$ cat src/rtl/rbi_pkg.sv
// Types and constants of the rectilinear bilinear interpolator
package rbi_pkg;

    localparam int MAX_R   = 64;
    localparam int MAX_Z   = 64;
    localparam int IDX_W   = 6;                      // axis index width (field width)
    localparam int CNT_W   = 7;                      // point count width
    localparam int TBL_D   = MAX_R * MAX_Z;
    localparam int TBL_AW  = $clog2(TBL_D);
    localparam int VAL_W   = 32;
    localparam int DIF_W   = VAL_W + 1;              // coordinate difference
    localparam int PAIR_W  = 2 * DIF_W;              // product of two differences
    localparam int MA_W    = DIF_W + 1;              // multiplier operand a
    localparam int PROD_W  = MA_W + DIF_W;           // multiplier product
    localparam int NUM_W   = 101;                    // numerator accumulator
    localparam int QUO_W   = 31;
    localparam int SUM_W   = VAL_W + 2;
    localparam int STEP_W  = 4;
    localparam int LAST_STEP = 13;
    localparam int PAIR_STEP = 5;

    typedef enum logic [1:0] {
        OP_LOAD_R = 2'd0,
        OP_LOAD_Z = 2'd1,
        OP_LOAD_T = 2'd2,
        OP_QUERY  = 2'd3
    } t_opcode;

    typedef enum logic {
        CFG_R_POINTS = 1'b0,
        CFG_Z_POINTS = 1'b1
    } t_cfg_index;

    typedef enum logic [3:0] {
        ST_IDLE,
        ST_SCAN,
        ST_CHK,
        ST_FETCH,
        ST_DIFF,
        ST_MUL,
        ST_DECIDE,
        ST_DIV,
        ST_RESULT
    } t_state;

    typedef struct packed {
        logic             done;
        logic [QUO_W-1:0] quo;
    } t_div_res;

endpackage

$ cat src/rtl/rbi_div.sv
// Serial restoring divider of magnitudes with saturation at 31 bits
module rbi_div (
    input  logic                              i_clk,
    input  logic                              i_rst_n,
    input  logic                              i_start,
    input  logic signed [rbi_pkg::NUM_W-1:0]  i_num,
    input  logic signed [rbi_pkg::PAIR_W-1:0] i_den,
    output rbi_pkg::t_div_res                 o_res
);

    localparam int REM_W = rbi_pkg::NUM_W - 1;
    localparam int DSH_W = rbi_pkg::PAIR_W - 1 + rbi_pkg::QUO_W;
    localparam int CNT_W = $clog2(rbi_pkg::QUO_W + 2);
    localparam logic [CNT_W-1:0] FIRST = CNT_W'(rbi_pkg::QUO_W + 1);

    logic [rbi_pkg::NUM_W-1:0]  w_num_abs;
    logic [rbi_pkg::PAIR_W-1:0] w_den_abs;
    logic                       w_ge;

    logic                       r_busy;
    logic                       r_done;
    logic [CNT_W-1:0]           r_cnt;
    logic [REM_W-1:0]           r_rem;
    logic [DSH_W-1:0]           r_dsh;
    logic [rbi_pkg::QUO_W-1:0]  r_quo;

    assign w_num_abs = i_num[rbi_pkg::NUM_W-1] ? -i_num : i_num;
    assign w_den_abs = i_den[rbi_pkg::PAIR_W-1] ? -i_den : i_den;
    assign w_ge      = r_rem >= REM_W'(r_dsh);

    always_ff @(posedge i_clk) begin
        if (!i_rst_n) begin
            r_busy <= 1'b0;
            r_done <= 1'b0;
            r_cnt  <= '0;
        end else begin
            r_done <= 1'b0;
            if (i_start) begin
                r_busy <= 1'b1;
                r_cnt  <= FIRST;
            end else if (r_busy) begin
                r_cnt <= r_cnt - 1'b1;
                // first step only tests for overflow of the 31-bit quotient
                if ((r_cnt == FIRST && w_ge) || r_cnt == CNT_W'(1)) begin
                    r_busy <= 1'b0;
                    r_done <= 1'b1;
                end
            end
        end
    end

    always_ff @(posedge i_clk) begin
        if (i_start) begin
            r_rem <= w_num_abs[REM_W-1:0];
            r_dsh <= {w_den_abs[rbi_pkg::PAIR_W-2:0], {rbi_pkg::QUO_W{1'b0}}};
            r_quo <= '0;
        end else if (r_busy) begin
            r_dsh <= r_dsh >> 1;
            if (r_cnt == FIRST) begin
                if (w_ge) begin
                    r_quo <= '1;
                end
            end else begin
                if (w_ge) begin
                    r_rem <= r_rem - REM_W'(r_dsh);
                end
                r_quo <= {r_quo[rbi_pkg::QUO_W-2:0], w_ge};
            end
        end
    end

    assign o_res.done = r_done;
    assign o_res.quo  = r_quo;

endmodule

$ cat config.mk
export PLATFORM = sky130hd
export DESIGN_NAME = rbi_div
export DESIGN_NICKNAME = d
export VERILOG_FILES = /design/src/rtl/rbi_pkg.sv /design/src/rtl/rbi_div.sv
export SDC_FILE = /design/constraint.sdc
export NUM_CORES = 1
export LEC_CHECK = 0
export BUFFER_PORTS_ARGS = -buffer_cell sky130_fd_sc_hd__buf_2
export CELL_PAD_IN_SITES_DETAIL_PLACEMENT = 1
export CELL_PAD_IN_SITES_GLOBAL_PLACEMENT = 1
export CORE_MARGIN = 4
export CORE_UTILIZATION = 41
export CTS_CLUSTER_DIAMETER = 150
export DETAILED_ROUTE_END_ITERATION = 7
export PLACE_DENSITY = 0.82
export SKIP_CTS_REPAIR_TIMING = 1
export SLEW_MARGIN = 30
export SYNTH_ARGS = -nofsm -noshare
export SYNTH_HDL_FRONTEND = slang
export SYNTH_SLANG_ARGS = --single-unit
$ cat constraint.sdc
create_clock -name i_clk -period 4.4 [get_ports i_clk]
set_input_delay 0.66 -clock i_clk [delete_from_list [all_inputs] [get_ports i_clk]]
set_output_delay 0.66 -clock i_clk [all_outputs]
set_load 0.05 [all_outputs]
==> run summary <==
outcome - complete, no violations
sort of element at the start of the critical path - register
boundary pin count - 202
Setup Crit Path Kind - register to register
gp weighted congestion - 0.9689
async set or reset register ratio after synthesis - 0%
CTS tree - built
achievable clock frequency - 239.8 MHz
layout-stage area growth over the synthesis result - 13.22%
H-tree level count - 1
estimated wirelength of the detail-placed design - 60260 microns
grt ovf - 0
count of vias placed by the detailed router - 19240
clock transition at the registers of the reported paths - 0.06 ns
buffer type at the clock tree root - sky130_fd_sc_hd__clkbuf_16
number of buffers between clock root and the deepest sink - 3
register area share after synthesis - 32.43%
number of optimization iterations in the first detailed-route pass - 5
Synth cell types - 74
maximum fanout count along the critical path - 4
critical path capture point type - register
vias per cell - 5.994
power per standard cell area - 502.9 mW/mm^2
worst hold slack - 0.3531 ns
total design power - 11.16 mW
time the final worst path needs with I/O delays and setup - 4.169 ns
die width - 226.6 microns
most common library cell in the layout ignoring fill and taps - sky130_fd_sc_hd__nand2_1
total leakage power - 8.528 nW
row count - 79
largest clock skew in the final design - 0.02064 ns
routed length per instance - 23.54 microns
Cells after DPL - 3155
relative max-transition margin - 37.63%
worst supply voltage drop on vdd - 313.0 uV
Finished Layout Cells - 3210
remaining antenna violation count after routing - 0
starting density of the core - 41.83%
post-synth net total - 2710
ratio of final minimum period to clock period - 94.76%
Total Wirelength - 75570 microns
number of sinks on the clock net - 235
count of endpoints failing setup in the final report - 0
unrepaired setup endpoints after global routing - no
Yosys reg bits - 235
first-pass GRT wire length - 115700 microns
Core Footprint - 0.04685 sq mm
Nets - 2851
Die Height - 226.6 microns
synthesized cell area - 0.01960 sq mm
later-pin clock latency in the skew report - 0.58 ns
number of global-route vias before repair - 19590
cell count after synthesis - 2438
pre-CTS setup slack - 0.2393 ns
number of buffer cells added on primary ports - 201
worst endpoint data arrival time - 4.46 ns
transition at the pin with the smallest max-transition slack - 0.9356 ns
number of antenna violations at the first check in global routing - 7
min setup slack post-route - 0.2307 ns
CP Data Required Time - 4.69 ns
setup TNS - 0 ns
first-iteration detailed-routing DRC count - 1805
Final Hold Violating Endpoints - 0
post-route design area - 0.02219 sq mm
most frequent cells in the layout - sky130_fd_sc_hd__nand2_1 (264), sky130_fd_sc_hd__a21oi_1 (231), sky130_fd_sc_hd__o21ai_0 (218)
area of the die - 0.05136 sq mm
Post-route DRC - 0
Syn. warnings - 0
final core occ - 47.36%
max-capacitance violation count - 0
filler instances - 5746
fraction of layout cells with a size suffix above 1 - 12.96%
worst min path class - input port to register
most instantiated flip-flop cell in the synthesis netlist - sky130_fd_sc_hd__edfxtp_1
pin count of the biggest net entering global routing - 89
syn_area_per_cell - 8.038 sq um
placement-stage cell area - 0.02127 sq mm
number of buffers inserted during clock tree synthesis - 29
total routing resource utilization after global routing - 28.59%
Max Transition Viols Final - 0
Post-synth EDFFs - 165
cells by family after synthesis:
group / count (synthesis) / share of synthesized area (%)
AND/OR/NAND/NOR: 772 / 18.83
adder cells (fa/ha/maj): 102 / 6.550
XOR/XNOR: 254 / 11.35
buffers and inverters: 299 / 5.778
flip-flops: 235 / 32.43
AO/OA/AOI/OAI: 741 / 23.27
multiplexers: 35 / 1.788
sequential cells by signal (all words and copies together), names as in the netlist:
signal	cells
r_busy	1
r_cnt	6
r_done	1
r_dsh	96
r_quo	31
r_rem	100
report_power, final:
part           leakage (nW)  internal [mW]  switching [mW]
Combinational          5.84           2.01            3.65
Clock                 0.442           1.35            1.03
Sequential             2.24           2.91           0.207
cell usage after synthesis, types with 6 or more instances:
| master | number | area share (%) |
|---|---|---|
| sky130_fd_sc_hd__nor2_1 | 205 | 3.9 |
| sky130_fd_sc_hd__o21ai_0 | 218 | 5.6 |
| sky130_fd_sc_hd__a211oi_1 | 44 | 1.7 |
| sky130_fd_sc_hd__buf_1 | 16 | 0.31 |
| sky130_fd_sc_hd__nor2b_1 | 17 | 0.54 |
| sky130_fd_sc_hd__edfxtp_1 | 165 | 25 |
| sky130_fd_sc_hd__and3_1 | 7 | 0.22 |
| sky130_fd_sc_hd__or2_2 | 15 | 0.48 |
| sky130_fd_sc_hd__o211ai_1 | 7 | 0.27 |
| sky130_fd_sc_hd__nand3_1 | 25 | 0.64 |
| sky130_fd_sc_hd__dfxtp_1 | 70 | 7.2 |
| sky130_fd_sc_hd__a21o_1 | 46 | 1.8 |
| sky130_fd_sc_hd__nand2b_1 | 15 | 0.48 |
| sky130_fd_sc_hd__nor3_1 | 42 | 1.1 |
| sky130_fd_sc_hd__or3_1 | 43 | 1.4 |
| sky130_fd_sc_hd__xnor2_1 | 162 | 7.2 |
| sky130_fd_sc_hd__inv_1 | 161 | 3.1 |
| sky130_fd_sc_hd__nor4_1 | 17 | 0.54 |
| sky130_fd_sc_hd__clkbuf_1 | 116 | 2.2 |
| sky130_fd_sc_hd__a22o_1 | 10 | 0.45 |
| sky130_fd_sc_hd__xor2_1 | 92 | 4.1 |
| sky130_fd_sc_hd__o21bai_1 | 35 | 1.3 |
| sky130_fd_sc_hd__a31oi_1 | 9 | 0.29 |
| sky130_fd_sc_hd__o41ai_1 | 16 | 0.72 |
| sky130_fd_sc_hd__or4_1 | 20 | 0.77 |
| sky130_fd_sc_hd__o21ai_1 | 7 | 0.18 |
| sky130_fd_sc_hd__ha_1 | 101 | 6.4 |
| sky130_fd_sc_hd__nand2_1 | 265 | 5.1 |
| sky130_fd_sc_hd__a31o_2 | 6 | 0.27 |
| sky130_fd_sc_hd__nand3b_1 | 6 | 0.23 |
| sky130_fd_sc_hd__and2_1 | 9 | 0.29 |
| sky130_fd_sc_hd__o31ai_1 | 58 | 2.2 |
| sky130_fd_sc_hd__nand4_1 | 62 | 2.0 |
| sky130_fd_sc_hd__o21a_1 | 7 | 0.27 |
| sky130_fd_sc_hd__mux2i_1 | 35 | 1.8 |
| sky130_fd_sc_hd__a21oi_1 | 231 | 5.9 |
critical path, stage by stage, from the launching register on:
cell and delay (ns):
sky130_fd_sc_hd__dfxtp_1 0.41, sky130_fd_sc_hd__inv_1 0.08, sky130_fd_sc_hd__ha_1 0.30, sky130_fd_sc_hd__nor2b_1 0.16
sky130_fd_sc_hd__o2111ai_1 0.48, sky130_fd_sc_hd__a31o_2 0.29, sky130_fd_sc_hd__a21oi_1 0.12, sky130_fd_sc_hd__o211ai_1 0.33
sky130_fd_sc_hd__a2111oi_0 0.18, sky130_fd_sc_hd__buf_4 0.18, sky130_fd_sc_hd__o211ai_1 0.39, sky130_fd_sc_hd__a21oi_1 0.16
sky130_fd_sc_hd__nor3_1 0.68, sky130_fd_sc_hd__o31ai_1 0.11
layout make-up:
class                   count  area, sq um  area share [%]
repair buffers            248         1415           6.378
clock inverters            16        141.4          0.6372
clock buffers              37        765.7           3.451
multi-input cells        1904        12140           54.71
flip-flops and latches    235         6357           28.65
inverters                 161        605.6           2.729
diodes                      2        5.005         0.02256
well taps                 607        759.5           3.423
layer usage:
| layer | wire length, microns | vias to the layer above | global-route usage [%] | share of wire [%] |
|---|---|---|---|---|
| met5 | 69 | - | 0 | 0.091 |
| met4 | 1960 | 10 | 7.384 | 2.6 |
| met3 | 5914 | 106 | 5.865 | 7.8 |
| met2 | 33920 | 608 | 44.98 | 45 |
| met1 | 33700 | 9495 | 40.33 | 45 |
| li1 | - | 9022 | - | - |
path summary, 6_finish.rpt:
path                                        startpoint  depth (start not counted)                endpoint  slack (ns)
worst max-delay path             r_dsh[1]$_SDFFE_PP0P_                         13     r_rem[95]$_DFFE_PP_        0.23
worst max register to register   r_dsh[1]$_SDFFE_PP0P_                         13     r_rem[95]$_DFFE_PP_        0.23
worst min register to register  r_quo[30]$_SDFFE_PP0P_                          2  r_quo[30]$_SDFFE_PP0P_        0.46
worst min-delay path                           i_rst_n                          2       r_busy$_SDFF_PN0_        0.35
Note: power is estimated with default switching activity, not from simulation.
